<file path="config.mk">
export PLATFORM = sky130hd
export DESIGN_NAME = json_string_escape_codec_top
export DESIGN_NICKNAME = d
export VERILOG_FILES = /design/src/jsec_pkg.sv /design/src/jsec_front.sv /design/src/jsec_queue.sv /design/src/jsec_back.sv /design/src/json_string_escape_codec_top.sv
export VERILOG_INCLUDE_DIRS = /design/src /design/src/src
export SDC_FILE = /design/constraint.sdc
export NUM_CORES = 1
export LEC_CHECK = 0
export BUFFER_PORTS_ARGS = -buffer_cell sky130_fd_sc_hd__buf_4
export CAP_MARGIN = 30
export CORE_ASPECT_RATIO = 0.5
export CORE_MARGIN = 1
export CORE_UTILIZATION = 61
export CTS_BUF_LIST = sky130_fd_sc_hd__clkbuf_2
export CTS_CLUSTER_SIZE = 12
export DETAILED_ROUTE_END_ITERATION = 10
export GPL_TIMING_DRIVEN = 0
export PLACE_DENSITY = 0.82
export SYNTH_ARGS = -nofsm -noshare
export SYNTH_HDL_FRONTEND = slang
export SYNTH_SLANG_ARGS = --single-unit
</file>
<file path="constraint.sdc">
create_clock -name clk -period 3.5 [get_ports clk]
set_input_delay 0.525 -clock clk [delete_from_list [all_inputs] [get_ports clk]]
set_output_delay 0.525 -clock clk [all_outputs]
set_load 0.05 [all_outputs]
</file>
<file path="src/assert_macros.svh">
// assertion macros shared by the rtl files
`ifndef ASSERT_MACROS_SVH
`define ASSERT_MACROS_SVH

// condition that holds at every clock edge outside reset
`define ASSERT_ALWAYS(label, expr, msg) \
	label: assert property (@(posedge clk) disable iff (!arst_n) (expr)) \
		else $error(msg);

// antecedent in one cycle implies consequent in the next
`define ASSERT_NEXT(label, ante, cons, msg) \
	label: assert property (@(posedge clk) disable iff (!arst_n) (ante) |=> (cons)) \
		else $error(msg);

`endif

</file>
<file path="src/jsec_pkg.sv">
// shared types, constants and character maps of the json string escape codec
package jsec_pkg;

	localparam int QDEPTH = 4;
	localparam int QPTR_W = $clog2(QDEPTH);
	localparam int QCNT_W = QPTR_W + 1;

	localparam logic MODE_ESCAPE   = 1'b0;
	localparam logic MODE_UNESCAPE = 1'b1;

	localparam logic [7:0] CH_BSLASH = 8'h5C;
	localparam logic [7:0] CH_QUOTE  = 8'h22;
	localparam logic [7:0] CH_NL     = 8'h0A;
	localparam logic [7:0] CH_CR     = 8'h0D;
	localparam logic [7:0] CH_TAB    = 8'h09;
	localparam logic [7:0] CH_BS     = 8'h08;
	localparam logic [7:0] CH_FF     = 8'h0C;
	localparam logic [7:0] LT_N      = 8'h6E;
	localparam logic [7:0] LT_R      = 8'h72;
	localparam logic [7:0] LT_T      = 8'h74;
	localparam logic [7:0] LT_B      = 8'h62;
	localparam logic [7:0] LT_F      = 8'h66;

	// one classified word in the queue; two means backslash then data
	typedef struct packed {
		logic       two;
		logic [7:0] data;
		logic       present;
		logic       last;
	} entry_t;

	// letter after the backslash, zero when the byte needs no escape
	function automatic logic [7:0] escape_letter(input logic [7:0] b);
		logic [7:0] r;
		case (b)
			CH_QUOTE:  r = CH_QUOTE;
			CH_BSLASH: r = CH_BSLASH;
			CH_NL:     r = LT_N;
			CH_CR:     r = LT_R;
			CH_TAB:    r = LT_T;
			CH_BS:     r = LT_B;
			CH_FF:     r = LT_F;
			default:   r = 8'h00;
		endcase
		return r;
	endfunction

	// byte an escape letter stands for; unknown letters map to themselves
	function automatic logic [7:0] unescape_letter(input logic [7:0] b);
		logic [7:0] r;
		case (b)
			LT_N:    r = CH_NL;
			LT_R:    r = CH_CR;
			LT_T:    r = CH_TAB;
			LT_B:    r = CH_BS;
			LT_F:    r = CH_FF;
			default: r = b;
		endcase
		return r;
	endfunction

endpackage

</file>
<file path="src/jsec_front.sv">
// front end: mode register, pending backslash and classification of input words
module jsec_front (
	input  logic               clk,
	input  logic               arst_n,
	input  logic               push,
	input  logic               q_full,
	input  logic [7:0]         in_byte,
	input  logic               in_last,
	input  logic               cfg_valid,
	input  logic               cfg_data,
	output logic               wr_en,
	output jsec_pkg::entry_t   wr_entry
);

	logic mode_q;
	logic pending_q;
	logic accept;
	logic [7:0] letter;
	logic is_bslash;

	assign accept    = push && !q_full;
	assign letter    = jsec_pkg::escape_letter(in_byte);
	assign is_bslash = (in_byte == jsec_pkg::CH_BSLASH);

	always_comb begin
		wr_entry.two     = 1'b0;
		wr_entry.data    = in_byte;
		wr_entry.present = 1'b1;
		wr_entry.last    = in_last;
		wr_en            = accept;
		if (mode_q == jsec_pkg::MODE_ESCAPE) begin
			if (letter != 8'h00) begin
				wr_entry.two  = 1'b1;
				wr_entry.data = letter;
			end
		end else if (pending_q) begin
			wr_entry.data = jsec_pkg::unescape_letter(in_byte);
		end else if (is_bslash) begin
			if (in_last) begin
				// trailing backslash gives an empty end marker
				wr_entry.data    = 8'h00;
				wr_entry.present = 1'b0;
			end else begin
				wr_en = 1'b0;
			end
		end
	end

	always_ff @(posedge clk or negedge arst_n) begin
		if (!arst_n) begin
			mode_q    <= jsec_pkg::MODE_ESCAPE;
			pending_q <= 1'b0;
		end else begin
			if (cfg_valid) begin
				mode_q <= cfg_data;
			end
			if (accept) begin
				pending_q <= (mode_q == jsec_pkg::MODE_UNESCAPE) && !pending_q
					&& is_bslash && !in_last;
			end
		end
	end

endmodule

</file>
<file path="src/jsec_queue.sv">
// short queue of classified words between front and back
`include "assert_macros.svh"

module jsec_queue (
	input  logic               clk,
	input  logic               arst_n,
	input  logic               wr_en,
	input  jsec_pkg::entry_t   wr_entry,
	input  logic               rd_en,
	output logic               full,
	output logic               rd_valid,
	output jsec_pkg::entry_t   rd_entry
);

	jsec_pkg::entry_t               mem_q [jsec_pkg::QDEPTH];
	logic [jsec_pkg::QPTR_W-1:0]    wptr_q;
	logic [jsec_pkg::QPTR_W-1:0]    rptr_q;
	logic [jsec_pkg::QCNT_W-1:0]    count_q;
	logic                           do_wr;
	logic                           do_rd;

	assign full     = (count_q == jsec_pkg::QCNT_W'(jsec_pkg::QDEPTH));
	assign rd_valid = (count_q != '0);
	assign rd_entry = mem_q[rptr_q];
	assign do_wr    = wr_en && !full;
	assign do_rd    = rd_en && rd_valid;

	always_ff @(posedge clk) begin
		if (do_wr) begin
			mem_q[wptr_q] <= wr_entry;
		end
	end

	always_ff @(posedge clk or negedge arst_n) begin
		if (!arst_n) begin
			wptr_q  <= '0;
			rptr_q  <= '0;
			count_q <= '0;
		end else begin
			if (do_wr) begin
				wptr_q <= wptr_q + 1'b1;
			end
			if (do_rd) begin
				rptr_q <= rptr_q + 1'b1;
			end
			case ({do_wr, do_rd})
				2'b10:   count_q <= count_q + 1'b1;
				2'b01:   count_q <= count_q - 1'b1;
				default: count_q <= count_q;
			endcase
		end
	end

	`ASSERT_ALWAYS(a_count_bound, !(count_q > jsec_pkg::QCNT_W'(jsec_pkg::QDEPTH)), "count over")
	`ASSERT_NEXT(a_fill_moves, do_wr && !do_rd, count_q == $past(count_q) + 1'b1, "no growth")

endmodule

</file>
<file path="src/jsec_back.sv">
// back end: expands queue words into result bytes behind an output register
`include "assert_macros.svh"

module jsec_back (
	input  logic               clk,
	input  logic               arst_n,
	input  logic               rd_valid,
	input  jsec_pkg::entry_t   rd_entry,
	input  logic               pop,
	output logic               rd_en,
	output logic               empty,
	output logic [7:0]         out_byte,
	output logic               byte_present,
	output logic               out_last
);

	logic       out_valid_q;
	logic [7:0] byte_q;
	logic       present_q;
	logic       last_q;
	logic       phase_q;
	logic       load;
	logic       first_of_two;

	assign load         = !out_valid_q || pop;
	assign first_of_two = rd_entry.two && !phase_q;
	assign rd_en        = load && rd_valid && !first_of_two;

	assign empty        = !out_valid_q;
	assign out_byte     = byte_q;
	assign byte_present = present_q;
	assign out_last     = last_q;

	always_ff @(posedge clk) begin
		if (load && rd_valid) begin
			byte_q    <= first_of_two ? jsec_pkg::CH_BSLASH : rd_entry.data;
			present_q <= rd_entry.two || rd_entry.present;
			last_q    <= first_of_two ? 1'b0 : rd_entry.last;
		end
	end

	always_ff @(posedge clk or negedge arst_n) begin
		if (!arst_n) begin
			out_valid_q <= 1'b0;
			phase_q     <= 1'b0;
		end else if (load) begin
			out_valid_q <= rd_valid;
			if (rd_valid) begin
				phase_q <= first_of_two;
			end
		end
	end

	`ASSERT_ALWAYS(a_phase_entry, !phase_q || (rd_valid && rd_entry.two), "phase without pair")
	`ASSERT_NEXT(a_hold_word, out_valid_q && !pop, out_valid_q, "word dropped without pop")
	`ASSERT_NEXT(a_split_word, load && rd_valid && first_of_two, phase_q && !last_q, "bad pair")

endmodule

</file>
<file path="src/json_string_escape_codec_top.sv">
// top level of the json string escape codec
// Byte stream codec for json strings. Words enter through push/full, one byte
// with its end-of-string flag per word, and leave through empty/pop. A one bit
// mode register on the cfg channel picks the direction: 0 escapes quote,
// backslash, newline, carriage return, tab, backspace and form feed into a
// backslash plus letter, 1 undoes such sequences (an unknown escape keeps the
// byte, a trailing backslash yields an empty word with byte_present low and
// out_last high). The front end takes a word every cycle while its four entry
// queue has room; the back end sends one result byte per cycle from its output
// register while pop is held and the queue is not empty; an escaped byte leaves
// as two bytes. Write the mode only while the codec is idle.
module json_string_escape_codec_top (
	input  logic       clk,
	input  logic       arst_n,
	// input side
	input  logic       push,
	output logic       full,
	input  logic [7:0] in_byte,
	input  logic       in_last,
	// result side
	output logic       empty,
	input  logic       pop,
	output logic [7:0] out_byte,
	output logic       byte_present,
	output logic       out_last,
	// mode register write
	input  logic       cfg_valid,
	output logic       cfg_ready,
	input  logic       cfg_data
);

	logic             q_full;
	logic             wr_en;
	jsec_pkg::entry_t wr_entry;
	logic             rd_en;
	logic             rd_valid;
	jsec_pkg::entry_t rd_entry;

	// mode register always takes its word
	assign cfg_ready = 1'b1;
	assign full      = q_full;

	// classification and pending backslash
	jsec_front u_front (
		.clk       (clk),
		.arst_n    (arst_n),
		.push      (push),
		.q_full    (q_full),
		.in_byte   (in_byte),
		.in_last   (in_last),
		.cfg_valid (cfg_valid),
		.cfg_data  (cfg_data),
		.wr_en     (wr_en),
		.wr_entry  (wr_entry)
	);

	// decoupling queue
	jsec_queue u_queue (
		.clk      (clk),
		.arst_n   (arst_n),
		.wr_en    (wr_en),
		.wr_entry (wr_entry),
		.rd_en    (rd_en),
		.full     (q_full),
		.rd_valid (rd_valid),
		.rd_entry (rd_entry)
	);

	// expansion into result bytes
	jsec_back u_back (
		.clk          (clk),
		.arst_n       (arst_n),
		.rd_valid     (rd_valid),
		.rd_entry     (rd_entry),
		.pop          (pop),
		.rd_en        (rd_en),
		.empty        (empty),
		.out_byte     (out_byte),
		.byte_present (byte_present),
		.out_last     (out_last)
	);

endmodule
</file>
Word-level counts from Yosys, hierarchy flattened
Memory sizes are Yosys's and may differ from the RTL's.
Cells that the tools add are included.
Storage, ports and cells
  register bits: 21
  RAM bits: 44
  input bits: 15
  output and inout bits: 13
  logic and storage cells: 68
  memories kept: 1
Operators by class
  add/subtract/negate cells: 4
  equal/unequal tests: 15
  multiplexer cells: 17
  reductions and logical operators: 21
Memories
  u_queue.mem_q: depth 4, width 11, read ports 1, clocked after memory_dff 0, write ports 1, line jsec_queue.sv:15  | jsec_pkg::entry_t mem_q [jsec_pkg::QDEPTH];
Operators with widths (count)
  $pmux 7 s7: 1
  $eq 8x7->1 const B: 6
  $eq 8x4->1 const B: 5
  $pmux 8 s5: 1
  $mux 9: 3
  $mux 8: 2
  $logic_and 1x1->1: 9
  $mux 1: 9
  $eq 8x6->1 const B: 1
  $reduce_bool 8->1: 1
  $logic_not 1->1: 6
  $pmux 3 s2: 1
  $add 2x1->2 const B: 2
  $add 3x1->3 const B: 1
  $eq 3x3->1 const B: 1
  $reduce_bool 3->1: 1
  $sub 3x1->3 const B: 1
  $eq 2x1->1 const B: 1
  $eq 2x2->1 const B: 1
  $logic_or 1x1->1: 2
  $reduce_and 2->1: 1
  $reduce_bool 2->1: 1

Longest topological paths before layout
Gate-level depths: netlist of run 1.
  depth after elaboration: 10
  depth in mapped cells: 12
  depth with buffers taken out: 11

By module
Synthesis of run 1 repeated with hierarchy kept, for this count alone.
Unflattened totals
  cells, all modules: 214
  area, all modules: 3168.0 um2
By module, submodules not included
  jsec_queue: times used 1, cells an instance 94, area each 2038.2 um2, sequential area each 1496.4 um2
  jsec_front: times used 1, cells an instance 87, area each 636.9 um2, sequential area each 50.0 um2
  jsec_back: times used 1, cells an instance 31, area each 481.7 um2, sequential area each 350.3 um2
  json_string_escape_codec_top: times used 1, cells an instance 2, area each 11.3 um2, sequential area each 0.0 um2

Worst setup path before layout of run 1
OpenSTA, ideal clock, no wires.
  path type: input port to flip-flop
  start point: input pop
  end point: register u_queue.count_q[2] in the netlist's numbering
  setup time: 0.079 ns
  data arrival time: 2.509 ns
  data required time: 3.421 ns
  setup slack: 0.912 ns
  stages: 9
  path buffers: 0
  cells stage by stage: inv_1 a21oi_1 nor2b_1 ha_1 inv_1 fa_1 xor2_1 nor2_1 xor2_1
Between the ends
  word-level cells in the longest chain between the ends: 6
  elaborated cells on any way between the ends: 8
  those cells by class: eq/ne (2); mux (1); reduce/logical (5)
Ends and longest elaborated chain
  start, declared: line json_string_escape_codec_top.sv:22  | input logic pop,
  $logic_or 1x1->1 (*): line jsec_back.sv:25  | assign load = !out_valid_q || pop;
  $logic_and 1x1->1 (*) (2 in a row): line jsec_back.sv:27  | assign rd_en = load && rd_valid && !first_of_two;
  $logic_and 1x1->1 (*): line jsec_queue.sv:26  | assign do_rd = rd_en && rd_valid;
  net u_queue.do_rd: line jsec_queue.sv:20  | logic do_rd;
  $eq 2x1->1 / $eq 2x2->1 (equally long branches): line jsec_queue.sv:46  | case ({do_wr, do_rd})
  $pmux 3 s2 / $reduce_bool 2->1 (equally long branches)
  end signal, assigned: line jsec_queue.sv:47  | 2'b10: count_q <= count_q + 1'b1;
  end signal, assigned: line jsec_queue.sv:48  | 2'b01: count_q <= count_q - 1'b1;
  end signal, assigned: line jsec_queue.sv:49  | default: count_q <= count_q;
  end, declared: line jsec_queue.sv:18  | logic [jsec_pkg::QCNT_W-1:0] count_q;
The timed path passes the listed nets; every way through them passes the cells marked *.
A chain may end at the register's enable or synchronous reset.

Final worst setup path of run 1
  start point: register u_queue.rptr_q[0] in the netlist's numbering
  end point: register u_queue.count_q[2] in the netlist's numbering
Between the ends
  word-level cells in the longest chain between the ends: 7
  elaborated cells on any way between the ends: 9
  those cells by class: eq/ne (2); mux (1); reduce/logical (5); memory (1)
Ends and longest elaborated chain
  start, declared: line jsec_queue.sv:17  | logic [jsec_pkg::QPTR_W-1:0] rptr_q;
  start signal, assigned: line jsec_queue.sv:44  | rptr_q <= rptr_q + 1'b1;
  $mem_v2 4x11 (*)
  $logic_and 1x1->1 (*): line jsec_back.sv:26  | assign first_of_two = rd_entry.two && !phase_q;
  $logic_not 1->1 (*): line jsec_back.sv:27
  $logic_and 1x1->1 (*): line jsec_back.sv:27
  $logic_and 1x1->1 (*): line jsec_queue.sv:26
  net u_queue.do_rd: line jsec_queue.sv:20
  $eq 2x1->1 / $eq 2x2->1 (equally long branches): line jsec_queue.sv:46
  $pmux 3 s2 / $reduce_bool 2->1 (equally long branches)
Marked as above.

==> results of run 1 <==
-- routing by layer --
metal	up-vias	track usage
met5	-	0
met4	0	0.106
met3	12	0.0876
met2	77	0.376
met1	864	0.323
li1	835	-
-- report_power, final --
| part | internal, mW | switching (mW) | total [mW] | leakage, nW |
|---|---|---|---|---|
| registers | 1.11 | 0.0962 | 1.20 | 0.619 |
| logic | 0.414 | 0.615 | 1.03 | 0.569 |
| clock network | 0.236 | 0.271 | 0.507 | 0.0799 |
-- placed cells by master (no fill, tap or decap), types with 5 or more instances in the layout --
| cell | instances |
|---|---|
| inv_1 | 12 |
| edfxtp_1 | 54 |
| mux4_2 | 11 |
| ha_1 | 5 |
| nor2b_1 | 7 |
| buf_4 | 28 |
| nor2_1 | 8 |
| clkbuf_2 | 9 |
| nand2_1 | 8 |
| nand3_1 | 5 |
| and2_1 | 5 |
| a21oi_1 | 9 |
| dfrtp_1 | 11 |
| or2_2 | 5 |
-- cells by family (layout without fill, tap and decap cells) --
group	Yosys count	count (layout)	synth area share
flops	65	65	0.636
simple gates	59	59	0.125
compound gates	27	27	0.0613
buf+inv	20	62	0.0302
mux	15	15	0.0974
xor+xnor	7	7	0.0206
fa+ha+maj	6	6	0.0277
other cells	1	1	0.00126
-- state kept, by name, indices dropped and copies added, names as in the netlist --
register and flops:
u_back.out_byte 8, u_front.pending_q 1, u_back.out_last 1, u_back.out_valid_q 1
u_front.mode_q 1, u_queue.wptr_q 2, u_queue.rptr_q 2, u_queue.mem_q 44
u_back.phase_q 1, u_queue.count_q 3, u_back.byte_present 1
-- worst register-to-register path: cells and delay by family (launching register included) --
family                     cells  cell delay (ns)
xor gates and xnor gates       2             0.31
adders and majority gates      2             0.61
buffers and inverters          1             0.06
DFF                            1             0.50
muxes                          1             0.56
and+or+nand+nor                3             0.59
-- area by class of cell --
type,instances,area (µm²)
Clock buffer,9,45.0
Timing Repair Buffer,26,198
Clock inverter,7,93.8
Fill cell,301,1150
Multi-Input combinational cell,115,995
Tap cell,66,82.6
Buffer,8,45.0
Inverter,12,45.0
Sequential cell,65,1900
-- how the worst max path moves through the flow --
stage	endpoint	slack (ns)
floorplan	u_queue.count_q[2]	0.91
global placement	u_queue.count_q[2]	0.44
detailed placement	u_queue.count_q[2]	0.78
CTS	u_queue.count_q[2]	0.79
global route	u_queue.count_q[2]	0.58
finish	u_queue.count_q[2]	0.81
-- through the flow --
stage                     total power [mW]  std cells  utilization  hold slack [ns]  setup WS [ns]
after global placement                2.21        290        0.713            0.366          0.438
after global routing                  2.89        308        0.747            0.184          0.584
after detailed placement              2.26        291        0.714            0.368          0.775
after floorplan                       1.98        200            -            0.229          0.912
after CTS                             2.76        308        0.747            0.195          0.795
final                                 2.74        308        0.747            0.211          0.811
-- Yosys cell counts, types with 4 or more instances --
| cell | instances | area share |
|---|---|---|
| edfxtp_1 | 54 | 0.54 |
| inv_1 | 12 | 0.015 |
| dfrtp_1 | 11 | 0.092 |
| mux4_2 | 11 | 0.083 |
| a21oi_1 | 9 | 0.015 |
| nand2_1 | 8 | 0.010 |
| nor2_1 | 8 | 0.010 |
| nor2b_1 | 7 | 0.015 |
| and2_1 | 5 | 0.010 |
| ha_1 | 5 | 0.021 |
| nand3_1 | 5 | 0.0084 |
| or2_2 | 5 | 0.010 |
| xor2_1 | 4 | 0.012 |
==> flow_summary.toml, run 1 <==
[status]
status = "finished, final reports clean"

[route]
wl_per_cell_um = 17.6
routed_wl_um = 5420
ant_nets = 0
drc_errors = 0
wl_met2_um = 2460
via_per_inst = 5.81
dr.first_iter.drc_count = 126
routed.top_layer = "met4"
drt_first_pass_iters = 4
vias = 1788
met1_length_um = 2340
detailroute.wirelength.met3_um = 480

[clock_network]
cts_resized = 0
clk_path_buf_depth = 2
clock_sinks = 65
cts_made_buffers = 9
post_cts_buffers = 0
postCtsHoldBufs = 1
root_buffer = "clkbuf_2"
ctsHtreeMaxLevel = 3
clkLatencyLatePin_ns = 0.50
path_clk_slew_ns = 0.18
cts_tree = "done"

[hold_path]
holdPathEnd = "u_back.out_valid_q"
min_from = "pop"
hold_path_class = "primary input to register"
holdPathStages = 2

[yosys]
ys_seq_elements = 65
ys_warn_count = 0
ys_seq_area_frac = 0.636
synth_nets = 221
synthArstFlopShare = 0.169
syn-cell-area_mm2 = 0.00298
syn_avg_cell_area_um2 = 14.9
synth_flop_cell = "edfxtp_1"
synth_edf_count = 54
netlist_instances = 200
ys_types = 49

[timing]
fin_setup_tns_ns = 0
period_minus_slack_ns = 2.69
post-route-period-util = 0.768
clock.fmax_mhz = 372
rsz0062_at_grt = "no"
finClkSkew_ns = 0.0227
final_hold_viol_count = 0
maxSlewHeadroom = 0.586
max_slew.worst_pin.slew_ns = 0.621
finalMaxSlewViolations = 0
finalSetupViolCount = 0

[critical_path]
rr_worst_depth = 9
critPathLaunch = "u_queue.rptr_q[0]"
cp-end-kind = "register"
critical_path_class = "register to register"
crit_chain = "mux4_2, nor2b_4, nor2b_1, ha_1, inv_1, fa_1, xor2_1, nor2_1, xor2_1"
cp.depth = 9
reg2reg_from = "u_queue.rptr_q[0]"
required_ns = 3.93
crit_top_cell = "xor2_1"
cp_top_family = "adder cells"
start_kind = "register"
critPathBufInv = 1
critPathMaxStageDelay_ns = 0.56
rrSetupSlack_ns = 0.81
worstPathArrival_ns = 3.12
crit_slowest_cell = "mux4_2"
cp_max_fo = 10
reg2reg_to = "u_queue.count_q[2]"

[layout]
stdcell_area_mm2 = 0.00340
drive_above_1_share = 0.289
syn2layout_area_growth_pct = 14.1
nNetsFinal = 258
n_antenna_cell = 0

[global_route]
grt-ovfl-total = 0
antenna_found_initial = 0
grt_max_degree = 13
grt_pass1_vias = 1755
grt_pass1_wl_um = 8710
gr-usage-all-layers = 0.246

[power]
p_leak_nw = 1.27
power_density_mw_per_mm2 = 806
vdd_ir_drop_max_mv = 0.413

[floorplanning]
coreArea_mm2 = 0.00455
ios = 28
die_y_um = 51.4
fp-row-count = 17
die_w_um = 101
dieArea_mm2 = 0.00519
initial_core_util = 0.655

[placement]
place_area_mm2 = 0.00325
dp_hpwl_um = 3860
port_buffers = 24
place_congestion = 0.914

[run]
maxCapViolations = 0
Power figures use the tool's default switching activity.
==> inputs of run 2 (changes only) <==
clock period = 2.5 ns   (was 3.5 ns; I/O delays follow)
==> run 2 against run 1 <==
Effect of this change: first-iteration DRC count grew 37%; die area stayed put; sequential share of layout area decreased by 1.0 points; global-route usage is essentially flat; largest cell class unchanged; clock skew down 0.0026 ns.
==> flow_summary.toml, run 2 (synthesis results as in run 1) <==
[critical_path]
rrSetupSlack_ns = 0.11
critPathBufInv = 1
critical_path_class = "register to register"
rr_worst_depth = 9
reg2reg_to = "u_queue.count_q[2]"
worstPathArrival_ns = 2.81
start_kind = "register"
critPathLaunch = "u_queue.rptr_q[0]"
reg2reg_from = "u_queue.rptr_q[0]"
cp-end-kind = "register"
critPathMaxStageDelay_ns = 0.53
crit_slowest_cell = "mux4_2"
cp_top_family = "adder cells"
required_ns = 2.92
crit_chain = "mux4_2, nor2b_4, nor2b_4, ha_4, inv_1, fa_1, xor2_1, nor2_1, xor2_1"
cp_max_fo = 5

[route]
drt_first_pass_iters = 4
vias = 1843
wl_per_cell_um = 18.4
ant_nets = 0
dr.first_iter.drc_count = 173
drc_errors = 0
via_per_inst = 5.87
routed_wl_um = 5790

[layout]
n_antenna_cell = 0
fin_cells = 314
nNetsFinal = 264
largest_register_ff_count = 44
fillers = 296
syn2layout_area_growth_pct = 16.4
layout_common_cells = "54 x edfxtp_1, 33 x buf_4, 12 x inv_1"
drive_above_1_share = 0.323
regMostFlops = "u_queue.mem_q"
final_util = 0.762
final_common_cell = "edfxtp_1"

[placement]
dpl_worst_slack_ns = -0.160
dp_hpwl_um = 3860
port_buffers = 24
place_congestion = 0.914
dp.cells = 291

[status]
status = "finished, final reports clean"

[floorplanning]
ios = 28
dieArea_mm2 = 0.00519
initial_core_util = 0.655
die_y_um = 51.4
die_w_um = 101
coreArea_mm2 = 0.00455
fp-row-count = 17

[clock_network]
root_buffer = "clkbuf_2"
cts_tree = "done"
path_clk_slew_ns = 0.17
cts_made_buffers = 9
clk_path_buf_depth = 2
ctsHtreeMaxLevel = 3
clock_sinks = 65
clkLatencyLatePin_ns = 0.49

[hold_path]
min_from = "pop"
holdPathEnd = "u_back.out_valid_q"
hold_path_class = "primary input to register"
holdPathStages = 2

[power]
power_density_mw_per_mm2 = 1160
vdd_ir_drop_max_mv = 0.586
power_mw = 4.02
p_leak_nw = 1.30

[timing]
clock.fmax_mhz = 418
fin_setup_tns_ns = 0
finalMaxSlewViolations = 0
fin_ws_ns = 0.106
final_hold_viol_count = 0
post-route-period-util = 0.957
finClkSkew_ns = 0.0202
period_minus_slack_ns = 2.39
finalSetupViolCount = 0
max_slew.worst_pin.slew_ns = 0.626
maxSlewHeadroom = 0.582

[global_route]
antenna_found_initial = 0
gr-usage-all-layers = 0.245
grt_max_degree = 13
grt-ovfl-total = 0
grt_pass1_wl_um = 8690
grt_pass1_vias = 1752

[run]
maxCapViolations = 0
[run 2: layout make-up]
| type | count | area, µm² | share of cell area |
|---|---|---|---|
| tap | 66 | 82.6 | 0.0238 |
| multi-input combinational | 116 | 1020 | 0.295 |
| buffer | 8 | 45.0 | 0.0130 |
| timing repair buffer | 31 | 235 | 0.0678 |
| inverter | 12 | 45.0 | 0.0130 |
| sequential | 65 | 1900 | 0.547 |
| clock buffer | 9 | 45.0 | 0.0130 |
| clock inverter | 7 | 93.8 | 0.0270 |
[run 2: per-layer routing]
layer | wire length (µm) | vias to the layer above | track usage | share of wire
met5 | 0 | - | 0 | 0
met4 | 148 | 0 | 0.106 | 0.026
met3 | 518 | 13 | 0.0876 | 0.089
met2 | 2630 | 100 | 0.376 | 0.45
met1 | 2500 | 892 | 0.322 | 0.43
li1 | - | 838 | - | -
[run 2: stage by stage]
step	cell area, µm²	hold slack, ns
floorplan	2980	0.0794
global placement	3240	0.216
detailed placement	3250	0.218
CTS	3410	0.0446
global route	3470	0.0371
finish	3470	0.0738
[run 2: where the power goes]
group	switching, mW	internal [mW]	leakage (nW)	total [mW]
Clock	0.375	0.331	0.0799	0.706
Combinational	0.942	0.682	0.601	1.62
Sequential	0.134	1.55	0.617	1.69
Total	1.45	2.56	1.30	4.02
[run 2: worst reg2reg max path: cells and delay by family (launching register included)]
family                   cells  cell delay [ns]
flip-flops                   1             0.41
XOR/XNOR                     2             0.31
adder cells (fa/ha/maj)      2             0.54
buffers and inverters        1             0.06
AND/OR/NAND/NOR              3             0.48
multiplexers                 1             0.53
[run 2: repair_timing]
action	CTS	global route
setup buffers	1	4
cloned	0	1
pin swaps	0	1
endpoints found under the setup margin	1	1
hold buffers	1	0
resized for setup	2	4
hold endpoints to repair	11	0
[run 2: worst max path at each step]
| stage | end | slack, ns | cells after the start |
|---|---|---|---|
| floorplan | u_queue.count_q[2] | 0.05 | 9 |
| global placement | u_queue.count_q[2] | -0.41 | 10 |
| detailed placement | u_queue.count_q[2] | -0.16 | 9 |
| CTS | u_queue.count_q[2] | 0.05 | 9 |
| global route | u_queue.count_q[2] | -0.006 | 9 |
| finish | u_queue.count_q[2] | 0.11 | 9 |
